## src/rtl/assert_macros.svh

```systemverilog
// Assertion macros shared by the RTL of the gang lock arbiter.
// No dependencies; included by the modules that carry assertions.
`ifndef ASSERT_MACROS_SVH
`define ASSERT_MACROS_SVH
`ifndef SYNTHESIS
`define ASSERT_CLK(lbl, clk, rst_n, prop) \
  lbl: assert property (@(posedge clk) disable iff (!rst_n) (prop)) \
    else $error("gang lock arbiter assertion failed");
`define ASSERT_NORST(lbl, clk, prop) \
  lbl: assert property (@(posedge clk) (prop)) \
    else $error("gang lock arbiter reset assertion failed");
`else
`define ASSERT_CLK(lbl, clk, rst_n, prop)
`define ASSERT_NORST(lbl, clk, prop)
`endif
`endif

```

## src/rtl/gla_pkg.sv

```systemverilog
// Package of the gang lock arbiter: field widths, codes and defaults.
// No dependencies; used by the channel interfaces and the top level.
`timescale 1ns / 1ps

package gla_pkg;

  localparam int GLA_NUM_CORES = 8;

  localparam int OpW       = 2;
  localparam int CoreW     = 3;
  localparam int TaskW     = 16;
  localparam int GangW     = 16;
  localparam int PrioW     = 7;
  localparam int DeadlineW = 64;
  localparam int BudgetW   = 32;
  localparam int StatusW   = 3;
  localparam int OutMaskW  = 8;
  localparam int NppW      = 8;
  localparam int CfgIdxW   = 2;

  localparam logic [NppW-1:0] NppMax = '1;

  typedef enum logic [OpW-1:0] {
    OP_ACQUIRE    = 2'd0,
    OP_RELEASE    = 2'd1,
    OP_NPP_LOCK   = 2'd2,
    OP_NPP_UNLOCK = 2'd3
  } op_t;

  typedef enum logic [StatusW-1:0] {
    ST_OK           = 3'd0,
    ST_BLOCK        = 3'd1,
    ST_NPP_BLOCK    = 3'd2,
    ST_NOT_REALTIME = 3'd3,
    ST_NOT_MEMBER   = 3'd4,
    ST_NOT_HELD     = 3'd5,
    ST_BUSY         = 3'd6
  } status_t;

  typedef enum logic [CfgIdxW-1:0] {
    CFG_DEFAULT_BUDGET = 2'd0,
    CFG_MAX_BUDGET     = 2'd1
  } cfg_reg_t;

  localparam logic [BudgetW-1:0] DefaultBudgetRst = '0;
  localparam logic [BudgetW-1:0] MaxBudgetRst     = '1;

endpackage

```

## src/rtl/gla_if.sv

```systemverilog
// Valid/ready channel interfaces of the gang lock arbiter: events, results
// and configuration writes. Depends on gla_pkg for the field widths.
`timescale 1ns / 1ps

interface gla_in_if;
  import gla_pkg::*;
  logic                 valid;
  logic                 ready;
  logic [OpW-1:0]       op;
  logic [CoreW-1:0]     core;
  logic [TaskW-1:0]     task_id;
  logic [TaskW-1:0]     prev_task_id;
  logic [GangW-1:0]     gang_id;
  logic                 is_edf;
  logic                 is_realtime;
  logic [PrioW-1:0]     priority_req;
  logic [DeadlineW-1:0] deadline;
  logic [BudgetW-1:0]   own_budget;

  modport source (
    output valid, op, core, task_id, prev_task_id, gang_id, is_edf, is_realtime,
           priority_req, deadline, own_budget,
    input  ready
  );
  modport sink (
    input  valid, op, core, task_id, prev_task_id, gang_id, is_edf, is_realtime,
           priority_req, deadline, own_budget,
    output ready
  );
endinterface

interface gla_out_if;
  import gla_pkg::*;
  logic                valid;
  logic                ready;
  logic [StatusW-1:0]  status;
  logic [OutMaskW-1:0] resched_mask;
  logic [OutMaskW-1:0] preempt_mask;
  logic                budget_valid;
  logic [BudgetW-1:0]  budget;
  logic                lock_busy;

  modport source (
    output valid, status, resched_mask, preempt_mask, budget_valid, budget, lock_busy,
    input  ready
  );
  modport sink (
    input  valid, status, resched_mask, preempt_mask, budget_valid, budget, lock_busy,
    output ready
  );
endinterface

interface gla_cfg_if;
  import gla_pkg::*;
  logic               valid;
  logic               ready;
  logic [CfgIdxW-1:0] index;
  logic [BudgetW-1:0] data;

  modport source (output valid, index, data, input ready);
  modport sink (input valid, index, data, output ready);
endinterface

```

## src/rtl/gang_lock_arbiter.sv

```systemverilog
// Top level of the gang lock arbiter: input register, event decode and
// state update, result register. Depends on gla_pkg, gla_if.sv, assert_macros.svh.
//
//   channel  dir  handshake      carries
//   in_ch    in   valid/ready    one scheduling event item (op, core, task, gang, ...)
//   out_ch   out  valid/ready    one result item per event (status, masks, budget)
//   cfg_ch   in   valid/ready    register index and 32-bit write data
//
// An item is accepted into the input register, and once it can move on (the
// result register is empty or drained) it is evaluated against the lock state
// and lands in the result register: one item per cycle sustained while the
// result side does not stall. The rate is set by the single compare-and-update
// pass over the per-core lock registers. The input register refills while a
// result waits, so a stalled result side holds at most two items. Reset (rst_n
// low at a clock edge) frees the lock and empties both registers.
`timescale 1ns / 1ps
`include "assert_macros.svh"

module gang_lock_arbiter #(
  parameter int NUM_CORES = gla_pkg::GLA_NUM_CORES
) (
  input  logic      clk,
  input  logic      rst_n,
  gla_in_if.sink    in_ch,
  gla_out_if.source out_ch,
  gla_cfg_if.sink   cfg_ch
);
  import gla_pkg::*;

  localparam int CoreIdxW = $clog2(NUM_CORES);
  // Masks are widened to at least the output width before the low bits are taken.
  localparam int ExtMaskW = (NUM_CORES > OutMaskW) ? NUM_CORES : OutMaskW;

  // Configuration registers.
  logic [BudgetW-1:0] default_budget_r;
  logic [BudgetW-1:0] max_budget_r;

  // Input register.
  logic                 in_v_r;
  op_t                  in_op_r;
  logic [CoreW-1:0]     in_core_r;
  logic [TaskW-1:0]     in_task_r;
  logic [TaskW-1:0]     in_prev_r;
  logic [GangW-1:0]     in_gang_r;
  logic                 in_edf_r;
  logic                 in_rt_r;
  logic [PrioW-1:0]     in_prio_r;
  logic [DeadlineW-1:0] in_dl_r;
  logic [BudgetW-1:0]   in_own_r;

  // Lock state.
  logic                 busy_r, busy_nxt;
  logic [GangW-1:0]     leader_gang_r, leader_gang_nxt;
  logic                 leader_edf_r, leader_edf_nxt;
  logic [PrioW-1:0]     leader_prio_r, leader_prio_nxt;
  logic [DeadlineW-1:0] leader_dl_r, leader_dl_nxt;
  logic [NUM_CORES-1:0] locked_r, locked_nxt;
  logic [NUM_CORES-1:0] blocked_r, blocked_nxt;
  logic [NppW-1:0]      npp_r, npp_nxt;
  logic                 hp_wait_r, hp_wait_nxt;
  logic [TaskW-1:0]     holder_r [NUM_CORES];

  // Result register.
  logic                out_v_r;
  status_t             out_status_r, status_nxt;
  logic [OutMaskW-1:0] out_resched_r;
  logic [OutMaskW-1:0] out_preempt_r;
  logic                out_bvalid_r, bvalid_nxt;
  logic [BudgetW-1:0]  out_budget_r, budget_nxt;
  logic                out_busy_r;

  logic                 advance;
  logic                 in_range;
  logic [CoreIdxW-1:0]  core_idx;
  logic [NUM_CORES-1:0] core_bit;
  logic                 member;
  logic                 wins;
  logic [BudgetW-1:0]   new_budget;
  logic [NUM_CORES-1:0] release_hit;
  logic [NUM_CORES-1:0] locked_rel;
  logic [NUM_CORES-1:0] resched_nxt, preempt_nxt;
  logic [ExtMaskW-1:0]  resched_ext, preempt_ext;
  logic                 holder_we;
  logic [TaskW-1:0]     holder_wdata;

  // The input register moves on whenever the result register is empty or drained.
  assign advance      = in_v_r && (!out_v_r || out_ch.ready);
  assign in_ch.ready  = !in_v_r || advance;
  assign cfg_ch.ready = 1'b1;

  always_ff @(posedge clk) begin
    if (!rst_n) begin
      default_budget_r <= DefaultBudgetRst;
      max_budget_r     <= MaxBudgetRst;
    end else if (cfg_ch.valid) begin
      case (cfg_ch.index)
        CFG_DEFAULT_BUDGET: default_budget_r <= cfg_ch.data;
        CFG_MAX_BUDGET:     max_budget_r     <= cfg_ch.data;
        default: ;
      endcase
    end
  end

  always_ff @(posedge clk) begin
    if (!rst_n) begin
      in_v_r <= 1'b0;
    end else if (in_ch.ready) begin
      in_v_r <= in_ch.valid;
    end
  end

  always_ff @(posedge clk) begin
    if (in_ch.valid && in_ch.ready) begin
      in_op_r   <= op_t'(in_ch.op);
      in_core_r <= in_ch.core;
      in_task_r <= in_ch.task_id;
      in_prev_r <= in_ch.prev_task_id;
      in_gang_r <= in_ch.gang_id;
      in_edf_r  <= in_ch.is_edf;
      in_rt_r   <= in_ch.is_realtime;
      in_prio_r <= in_ch.priority_req;
      in_dl_r   <= in_ch.deadline;
      in_own_r  <= in_ch.own_budget;
    end
  end

  // Event decode. Cores past the configured count are ignored.
  assign in_range   = (32'(in_core_r) < NUM_CORES);
  assign core_idx   = CoreIdxW'(in_core_r);
  assign core_bit   = NUM_CORES'(1) << core_idx;
  assign member     = busy_r && (in_gang_r == leader_gang_r);
  assign new_budget = (in_own_r != '0) ? in_own_r : default_budget_r;

  // A request of the leader's class wins on a strictly earlier deadline or a
  // strictly lower priority number; a deadline task always beats a fixed one.
  always_comb begin
    if (in_edf_r == leader_edf_r) begin
      wins = in_edf_r ? (in_dl_r < leader_dl_r) : (in_prio_r < leader_prio_r);
    end else begin
      wins = in_edf_r;
    end
  end

  // A release drops every locked core whose holder is the released task.
  always_comb begin
    for (int c = 0; c < NUM_CORES; c++) begin
      release_hit[c] = locked_r[c] && (holder_r[c] == in_task_r);
    end
    locked_rel = locked_r & ~release_hit;
  end

  always_comb begin
    busy_nxt        = busy_r;
    leader_gang_nxt = leader_gang_r;
    leader_edf_nxt  = leader_edf_r;
    leader_prio_nxt = leader_prio_r;
    leader_dl_nxt   = leader_dl_r;
    locked_nxt      = locked_r;
    blocked_nxt     = blocked_r;
    npp_nxt         = npp_r;
    hp_wait_nxt     = hp_wait_r;
    holder_we       = 1'b0;
    holder_wdata    = in_task_r;
    status_nxt      = ST_OK;
    resched_nxt     = '0;
    preempt_nxt     = '0;
    bvalid_nxt      = 1'b0;
    budget_nxt      = '0;

    if (in_range) begin
      case (in_op_r)
        OP_ACQUIRE: begin
          if (!busy_r) begin
            // Free lock: this task starts a new gang.
            locked_nxt      = locked_r | core_bit;
            holder_we       = 1'b1;
            busy_nxt        = 1'b1;
            leader_gang_nxt = in_gang_r;
            leader_edf_nxt  = in_edf_r;
            leader_prio_nxt = in_prio_r;
            leader_dl_nxt   = in_dl_r;
            bvalid_nxt      = 1'b1;
            budget_nxt      = new_budget;
          end else if (member) begin
            locked_nxt = locked_r | core_bit;
            holder_we  = 1'b1;
          end else if (wins && (npp_r != '0)) begin
            // The leader is inside a non-preemptive section: the core keeps
            // its previous task and waits for the section to end.
            hp_wait_nxt  = 1'b1;
            blocked_nxt  = blocked_r | core_bit;
            locked_nxt   = locked_r | core_bit;
            holder_we    = 1'b1;
            holder_wdata = in_prev_r;
            status_nxt   = ST_NPP_BLOCK;
          end else if (wins) begin
            // Preemption: the other cores of the old gang are kicked out.
            preempt_nxt     = locked_r & ~core_bit;
            locked_nxt      = core_bit;
            holder_we       = 1'b1;
            leader_gang_nxt = in_gang_r;
            leader_edf_nxt  = in_edf_r;
            leader_prio_nxt = in_prio_r;
            leader_dl_nxt   = in_dl_r;
            blocked_nxt     = blocked_r | core_bit;
            bvalid_nxt      = 1'b1;
            budget_nxt      = new_budget;
          end else begin
            blocked_nxt = blocked_r | core_bit;
            status_nxt  = ST_BLOCK;
          end
        end
        OP_RELEASE: begin
          if (busy_r) begin
            locked_nxt = locked_rel;
            // The lock is freed only when no core holds it and no
            // non-preemptive section is open.
            if ((npp_r == '0) && (locked_rel == '0)) begin
              busy_nxt        = 1'b0;
              leader_gang_nxt = '0;
              leader_edf_nxt  = 1'b0;
              leader_prio_nxt = '0;
              leader_dl_nxt   = '0;
              resched_nxt     = blocked_r & ~core_bit;
              blocked_nxt     = '0;
              bvalid_nxt      = 1'b1;
              budget_nxt      = max_budget_r;
            end
          end
        end
        default: begin
          // Non-preemptive lock and unlock.
          if (!in_rt_r) begin
            status_nxt = ST_NOT_REALTIME;
          end else if (!member) begin
            status_nxt = ST_NOT_MEMBER;
          end else if (in_op_r == OP_NPP_LOCK) begin
            if (hp_wait_r) begin
              status_nxt = ST_BUSY;
            end else if (npp_r != NppMax) begin
              npp_nxt = npp_r + NppW'(1);
            end
          end else if (npp_r == '0) begin
            status_nxt = ST_NOT_HELD;
          end else begin
            npp_nxt = npp_r - NppW'(1);
            // Leaving the last section wakes the cores that waited on it.
            if ((npp_r == NppW'(1)) && hp_wait_r) begin
              hp_wait_nxt = 1'b0;
              resched_nxt = blocked_r & ~core_bit;
              blocked_nxt = '0;
            end
          end
        end
      endcase
    end
  end

  assign resched_ext = ExtMaskW'(resched_nxt);
  assign preempt_ext = ExtMaskW'(preempt_nxt);

  always_ff @(posedge clk) begin
    if (!rst_n) begin
      busy_r        <= 1'b0;
      leader_gang_r <= '0;
      leader_edf_r  <= 1'b0;
      leader_prio_r <= '0;
      leader_dl_r   <= '0;
      locked_r      <= '0;
      blocked_r     <= '0;
      npp_r         <= '0;
      hp_wait_r     <= 1'b0;
    end else if (advance) begin
      busy_r        <= busy_nxt;
      leader_gang_r <= leader_gang_nxt;
      leader_edf_r  <= leader_edf_nxt;
      leader_prio_r <= leader_prio_nxt;
      leader_dl_r   <= leader_dl_nxt;
      locked_r      <= locked_nxt;
      blocked_r     <= blocked_nxt;
      npp_r         <= npp_nxt;
      hp_wait_r     <= hp_wait_nxt;
    end
  end

  // Holder entries are only read for locked cores, which are always written first.
  always_ff @(posedge clk) begin
    if (advance && holder_we) begin
      holder_r[core_idx] <= holder_wdata;
    end
  end

  always_ff @(posedge clk) begin
    if (!rst_n) begin
      out_v_r <= 1'b0;
    end else if (advance) begin
      out_v_r <= 1'b1;
    end else if (out_ch.ready) begin
      out_v_r <= 1'b0;
    end
  end

  always_ff @(posedge clk) begin
    if (advance) begin
      out_status_r  <= status_nxt;
      out_resched_r <= resched_ext[OutMaskW-1:0];
      out_preempt_r <= preempt_ext[OutMaskW-1:0];
      out_bvalid_r  <= bvalid_nxt;
      out_budget_r  <= budget_nxt;
      out_busy_r    <= busy_nxt;
    end
  end

  assign out_ch.valid        = out_v_r;
  assign out_ch.status       = out_status_r;
  assign out_ch.resched_mask = out_resched_r;
  assign out_ch.preempt_mask = out_preempt_r;
  assign out_ch.budget_valid = out_bvalid_r;
  assign out_ch.budget       = out_budget_r;
  assign out_ch.lock_busy    = out_busy_r;

  // A free lock has no locked core and no open non-preemptive section.
  `ASSERT_CLK(a_free_is_clean, clk, rst_n, !busy_r |-> (locked_r == '0) && (npp_r == '0))
  // A waiting preemptor implies an open non-preemptive section.
  `ASSERT_CLK(a_hp_wait_needs_npp, clk, rst_n, hp_wait_r |-> (npp_r != '0))
  // A full pipeline with a stalled result side takes no new item.
  `ASSERT_CLK(a_stall_blocks_input, clk, rst_n, in_v_r && out_v_r && !out_ch.ready |-> !in_ch.ready)
  // An item that leaves the input register shows up as a result next cycle.
  `ASSERT_CLK(a_advance_fills_out, clk, rst_n, advance |=> out_v_r)
  // Without a new budget the budget field reads zero.
  `ASSERT_CLK(a_budget_zero, clk, rst_n, out_v_r && !out_bvalid_r |-> (out_budget_r == '0))
  // Reset empties both registers.
  `ASSERT_NORST(a_reset_empties, clk, !rst_n |=> !in_v_r && !out_v_r)

endmodule

```

## src/flat_wrapper.sv

```systemverilog
// flat-port wrapper written by rule: the top's interface ports become plain ports
module gang_lock_arbiter_flat import gla_pkg::*;
#(
  parameter int NUM_CORES = gla_pkg::GLA_NUM_CORES
)
  (clk, rst_n, in_ch_valid, in_ch_op, in_ch_core, in_ch_task_id, in_ch_prev_task_id, in_ch_gang_id, in_ch_is_edf, in_ch_is_realtime, in_ch_priority_req, in_ch_deadline, in_ch_own_budget, in_ch_ready, out_ch_valid, out_ch_status, out_ch_resched_mask, out_ch_preempt_mask, out_ch_budget_valid, out_ch_budget, out_ch_lock_busy, out_ch_ready, cfg_ch_valid, cfg_ch_index, cfg_ch_data, cfg_ch_ready);
  gla_in_if in_ch_i ();
  gla_out_if out_ch_i ();
  gla_cfg_if cfg_ch_i ();
  input  logic clk;
  input  logic rst_n;
  input wire logic [$bits(in_ch_i.valid)-1:0] in_ch_valid;
  input wire logic [$bits(in_ch_i.op)-1:0] in_ch_op;
  input wire logic [$bits(in_ch_i.core)-1:0] in_ch_core;
  input wire logic [$bits(in_ch_i.task_id)-1:0] in_ch_task_id;
  input wire logic [$bits(in_ch_i.prev_task_id)-1:0] in_ch_prev_task_id;
  input wire logic [$bits(in_ch_i.gang_id)-1:0] in_ch_gang_id;
  input wire logic [$bits(in_ch_i.is_edf)-1:0] in_ch_is_edf;
  input wire logic [$bits(in_ch_i.is_realtime)-1:0] in_ch_is_realtime;
  input wire logic [$bits(in_ch_i.priority_req)-1:0] in_ch_priority_req;
  input wire logic [$bits(in_ch_i.deadline)-1:0] in_ch_deadline;
  input wire logic [$bits(in_ch_i.own_budget)-1:0] in_ch_own_budget;
  output wire logic [$bits(in_ch_i.ready)-1:0] in_ch_ready;
  output wire logic [$bits(out_ch_i.valid)-1:0] out_ch_valid;
  output wire logic [$bits(out_ch_i.status)-1:0] out_ch_status;
  output wire logic [$bits(out_ch_i.resched_mask)-1:0] out_ch_resched_mask;
  output wire logic [$bits(out_ch_i.preempt_mask)-1:0] out_ch_preempt_mask;
  output wire logic [$bits(out_ch_i.budget_valid)-1:0] out_ch_budget_valid;
  output wire logic [$bits(out_ch_i.budget)-1:0] out_ch_budget;
  output wire logic [$bits(out_ch_i.lock_busy)-1:0] out_ch_lock_busy;
  input wire logic [$bits(out_ch_i.ready)-1:0] out_ch_ready;
  input wire logic [$bits(cfg_ch_i.valid)-1:0] cfg_ch_valid;
  input wire logic [$bits(cfg_ch_i.index)-1:0] cfg_ch_index;
  input wire logic [$bits(cfg_ch_i.data)-1:0] cfg_ch_data;
  output wire logic [$bits(cfg_ch_i.ready)-1:0] cfg_ch_ready;
  assign in_ch_i.valid = in_ch_valid;
  assign in_ch_i.op = in_ch_op;
  assign in_ch_i.core = in_ch_core;
  assign in_ch_i.task_id = in_ch_task_id;
  assign in_ch_i.prev_task_id = in_ch_prev_task_id;
  assign in_ch_i.gang_id = in_ch_gang_id;
  assign in_ch_i.is_edf = in_ch_is_edf;
  assign in_ch_i.is_realtime = in_ch_is_realtime;
  assign in_ch_i.priority_req = in_ch_priority_req;
  assign in_ch_i.deadline = in_ch_deadline;
  assign in_ch_i.own_budget = in_ch_own_budget;
  assign in_ch_ready = in_ch_i.ready;
  assign out_ch_valid = out_ch_i.valid;
  assign out_ch_status = out_ch_i.status;
  assign out_ch_resched_mask = out_ch_i.resched_mask;
  assign out_ch_preempt_mask = out_ch_i.preempt_mask;
  assign out_ch_budget_valid = out_ch_i.budget_valid;
  assign out_ch_budget = out_ch_i.budget;
  assign out_ch_lock_busy = out_ch_i.lock_busy;
  assign out_ch_i.ready = out_ch_ready;
  assign cfg_ch_i.valid = cfg_ch_valid;
  assign cfg_ch_i.index = cfg_ch_index;
  assign cfg_ch_i.data = cfg_ch_data;
  assign cfg_ch_ready = cfg_ch_i.ready;
  gang_lock_arbiter #(.NUM_CORES(NUM_CORES)) u_core (.clk(clk), .rst_n(rst_n), .in_ch(in_ch_i), .out_ch(out_ch_i), .cfg_ch(cfg_ch_i));
endmodule
```

## config.mk

```make
export PLATFORM = sky130hd
export DESIGN_NAME = gang_lock_arbiter_flat
export DESIGN_NICKNAME = d
export VERILOG_FILES = /design/src/rtl/gla_pkg.sv /design/src/rtl/gla_if.sv /design/src/rtl/gang_lock_arbiter.sv /design/src/flat_wrapper.sv
export VERILOG_INCLUDE_DIRS = /design/src /design/src/rtl
export SDC_FILE = /design/constraint.sdc
export NUM_CORES = 1
export LEC_CHECK = 0
export ABC_AREA = 0
export BUFFER_PORTS_ARGS = -buffer_cell sky130_fd_sc_hd__buf_2
export CAP_MARGIN = 0
export CORE_ASPECT_RATIO = 0.6
export CORE_UTILIZATION = 43
export DETAILED_ROUTE_END_ITERATION = 7
export GPL_ROUTABILITY_DRIVEN = 0
export PLACE_DENSITY = 0.71
export SYNTH_ARGS = -nofsm -noshare
export SYNTH_HDL_FRONTEND = slang
export SYNTH_SLANG_ARGS = --single-unit
```

## constraint.sdc

```tcl
create_clock -name clk -period 8 [get_ports clk]
set_input_delay 0 -clock clk [delete_from_list [all_inputs] [get_ports clk]]
set_output_delay 0 -clock clk [all_outputs]
set_load 0.02 [all_outputs]
```

==> metrics.md <==
| Metric | Value |
|---|---|
| Outcome | finished, final reports clean |
| Register area share after synthesis | 62.05% |
| Avg Cell Area, Syn | 11.91 um^2 |
| Hold Vio Cnt, Final | 0 |
| Post-synth design cell area | 22,210 um^2 |
| Crit path kind | reg2reg |
| Share of cells above drive strength 1 | 16.26% |
| Clock root buffer | clkbuf_16 |
| Main flop type after synthesis | edfxtp_1 |
| HP Class | in2reg |
| Final HPWL DP | 36,020 um |
| Cts bufs inserted | 48 |
| Cell area power density | 211.8 nW/um^2 |
| Overall die area | 52,600 um^2 |
| Worst Skew | 0.04335 ns |
| Max VDD drop | 0.1651 mV |
| Synth Instances | 1,865 |
| Count leader, synth | edfxtp_1 |
| Worst Path Required | 8.48 ns |
| Die X | 295.4 um |
| Tot GR Track Use | 21.27% |
| FF+latch count, synth | 519 |
| H-tree depth | 2 |
| Setup TNS | 0 ns |
| Post-synth top cells | 339 x edfxtp_1, 287 x nand2_1, 180 x dfxtp_1 |
| DR pass1 iterations | 5 |
| Worst setup SP type | register |
| Final period utilization | 55.45% |
| Final Setup Violations | 0 |
| Final worst slack | 3.564 ns |
| Die height | 178.1 um |
| WP data arrival | 4.92 ns |
| Yosys cell types | 64 |
| # rows | 64 |
| Avg WL per Cell | 18.77 um |
| Max_slew headroom | 18.63% |
| Port bufs | 251 |
| First-pass GRT wire length | 86,350 um |
| FMAX | 225.4 MHz |
| Number of flops mapped to enable cells by yosys | 339 |
| Mapped Nets | 2,134 |
| # fillers | 4,254 |
| Dominant cell type by area after synthesis | edfxtp_1 |
| Worst-path clk slew | 0.07 ns |
| Max-cap violations | 0 |
| YS warnings | 0 |
| Cts repair resizes | 0 |
| Async S/R FF share, synth | 0% |
| Worst slew pin tran | 1.218 ns |
| Fin crit period | 4.436 ns |
| Slew Limit Fails | 0 |
| Ports | 253 |
| Antenna cell count | 0 |
| Pre-CTS WS | 3.554 ns |
| DRC | 0 |
| Initial Utilization | 43.55% |
| Leak | 10.74 nW |
| Worst setup EP type | register |
| Number of global-route vias before repair | 15,700 |
| Area grow syn2layout | 24.80% |
| Clock Latency Late Sink | 0.59 ns |
| Largest net degree at the start of global routing | 111 |
| Via count | 15,740 |
| Final #Nets | 2,561 |
| Sink Count | 519 |
| Clock buffer depth | 3 |
| Critical path peak fanout | 41 |
| RSZ-0062 raised after global routing | no |
| Share of the synthesized area in the top cell type | 45.83% |
| Core area | 51,010 um^2 |
| Total Routed Length | 56,750 um |
| Postcts setup bufs | 0 |
| Vias per inst | 5.203 |
| Total grt overflow | 0 |
| Post-route ant nets | 0 |
| DRT iter0 DRCs | 1,251 |
| Initial antenna violation count | 0 |
| Synth top area cells | edfxtp_1 46%, dfxtp_1 16%, xnor2_1 5.1% |
| CTS tree | yes |
## layout make-up
type,count,area (um^2),area share [%]
clock buffers,58,1269,4.577
clock inverters,31,361.6,1.304
inverters,87,326.6,1.178
multi-input cells,1156,7594,27.39
flip-flops and latches,519,13780,49.72
well taps,693,867.1,3.128
repair buffers,480,3520,12.70
## sequential cells by signal, summed over array words and instances (netlist names), 2 cells and up
name                        count
u_core.leader_prio_r            7
u_core.in_dl_r                 64
u_core.leader_dl_r             64
u_core.locked_r                 8
u_core.npp_r                    8
u_core.default_budget_r        32
u_core.leader_gang_r           16
u_core.core_idx                 3
u_core.blocked_r                8
u_core.out_ch.budget           32
u_core.out_ch.preempt_mask      8
u_core.in_prev_r               16
u_core.in_gang_r               16
u_core.in_task_r               16
u_core.in_prio_r                7
u_core.holder_r               128
u_core.out_ch.status            3
u_core.in_own_r                32
u_core.in_op_r                  2
u_core.max_budget_r            32
u_core.out_ch.resched_mask      8
## path summary, 6_finish.rpt
path                                                      startpoint                                        to  slack (ns)  cells past startpoint
worst max-delay path                    u_core.in_dl_r[60]$_DFFE_PP_       u_core.leader_dl_r[34]$_SDFFE_PN0P_        3.56                     11
worst min-delay path                                 cfg_ch_index[1]  u_core.default_budget_r[14]$_SDFFE_PN0P_        0.05                      5
worst min register to register  u_core.leader_prio_r[5]$_SDFFE_PN0P_      u_core.leader_prio_r[5]$_SDFFE_PN0P_        0.46                      2
worst max register to register          u_core.in_dl_r[60]$_DFFE_PP_       u_core.leader_dl_r[34]$_SDFFE_PN0P_        3.56                     11
## stage by stage
stage	hold WS, ns	utilization (%)	cells	total power [mW]	instance area (um^2)
floorplan	0.09887	-	1865	3.291	22210
global placement	0.1763	46.93	2720	3.426	23940
detailed placement	0.1781	46.93	2720	3.440	23940
CTS	0.02344	54.34	3024	5.911	27720
global route	0.06659	54.34	3024	6.075	27720
finish	0.05121	54.34	3024	5.872	27720
## cells in the final DEF, fill, tap and decap left out, types with 57 or more instances in the layout
cell type      count
o21ai_0           57
buf_2            250
dfxtp_1          180
mux2i_1           89
xnor2_1          129
dlygate4sd3_1    215
inv_1             86
edfxtp_1         339
ha_1              72
a21oi_1           80
nand2_1          287
nand3_1          127
## logic make-up after synthesis
logic type               share of synthesized area (%)
buffers and inverters                            3.943
other                                          0.01688
flip-flops                                       62.05
XOR/XNOR                                         5.836
AND/OR/NAND/NOR                                  12.91
AO/OA/AOI/OAI                                    6.365
multiplexers                                     4.822
adder cells (fa/ha/maj)                          4.056
## per-layer routing
metal  global-route usage, %  vias up  wire length (um)
met1                   29.10     7522             24530
met4                   5.592        0              1250
li1                        -     7472                 -
met3                   4.934      100              4829
met5                       0        -                 0
met2                   34.02      641             26140
## worst max-delay path, cell delays in order (launching register included)
cell and delay (ns):
edfxtp_1 0.40, ha_1 0.33, nand4_1 0.19, nor4_1 0.64
nand3_1 0.25, nor3_1 0.24, a211o_1 0.16, o32a_2 0.31
o21ai_1 0.17, o21ai_4 0.64, buf_4 0.71, mux2i_1 0.27
## report_power, final
| group | total [mW] | internal (mW) | switching, mW |
|---|---|---|---|
| Combinational | 0.453 | 0.211 | 0.242 |
| Clock | 2.40 | 1.37 | 1.03 |
| Sequential | 3.02 | 2.95 | 0.0687 |
## what timing repair did
| item | in CTS | in global routing |
|---|---|---|
| endpoints found under the hold margin | 230 | 0 |
| endpoints found under the setup margin | 0 | 0 |
| hold buffers | 215 | 0 |
(Power assumes the default switching activity.)
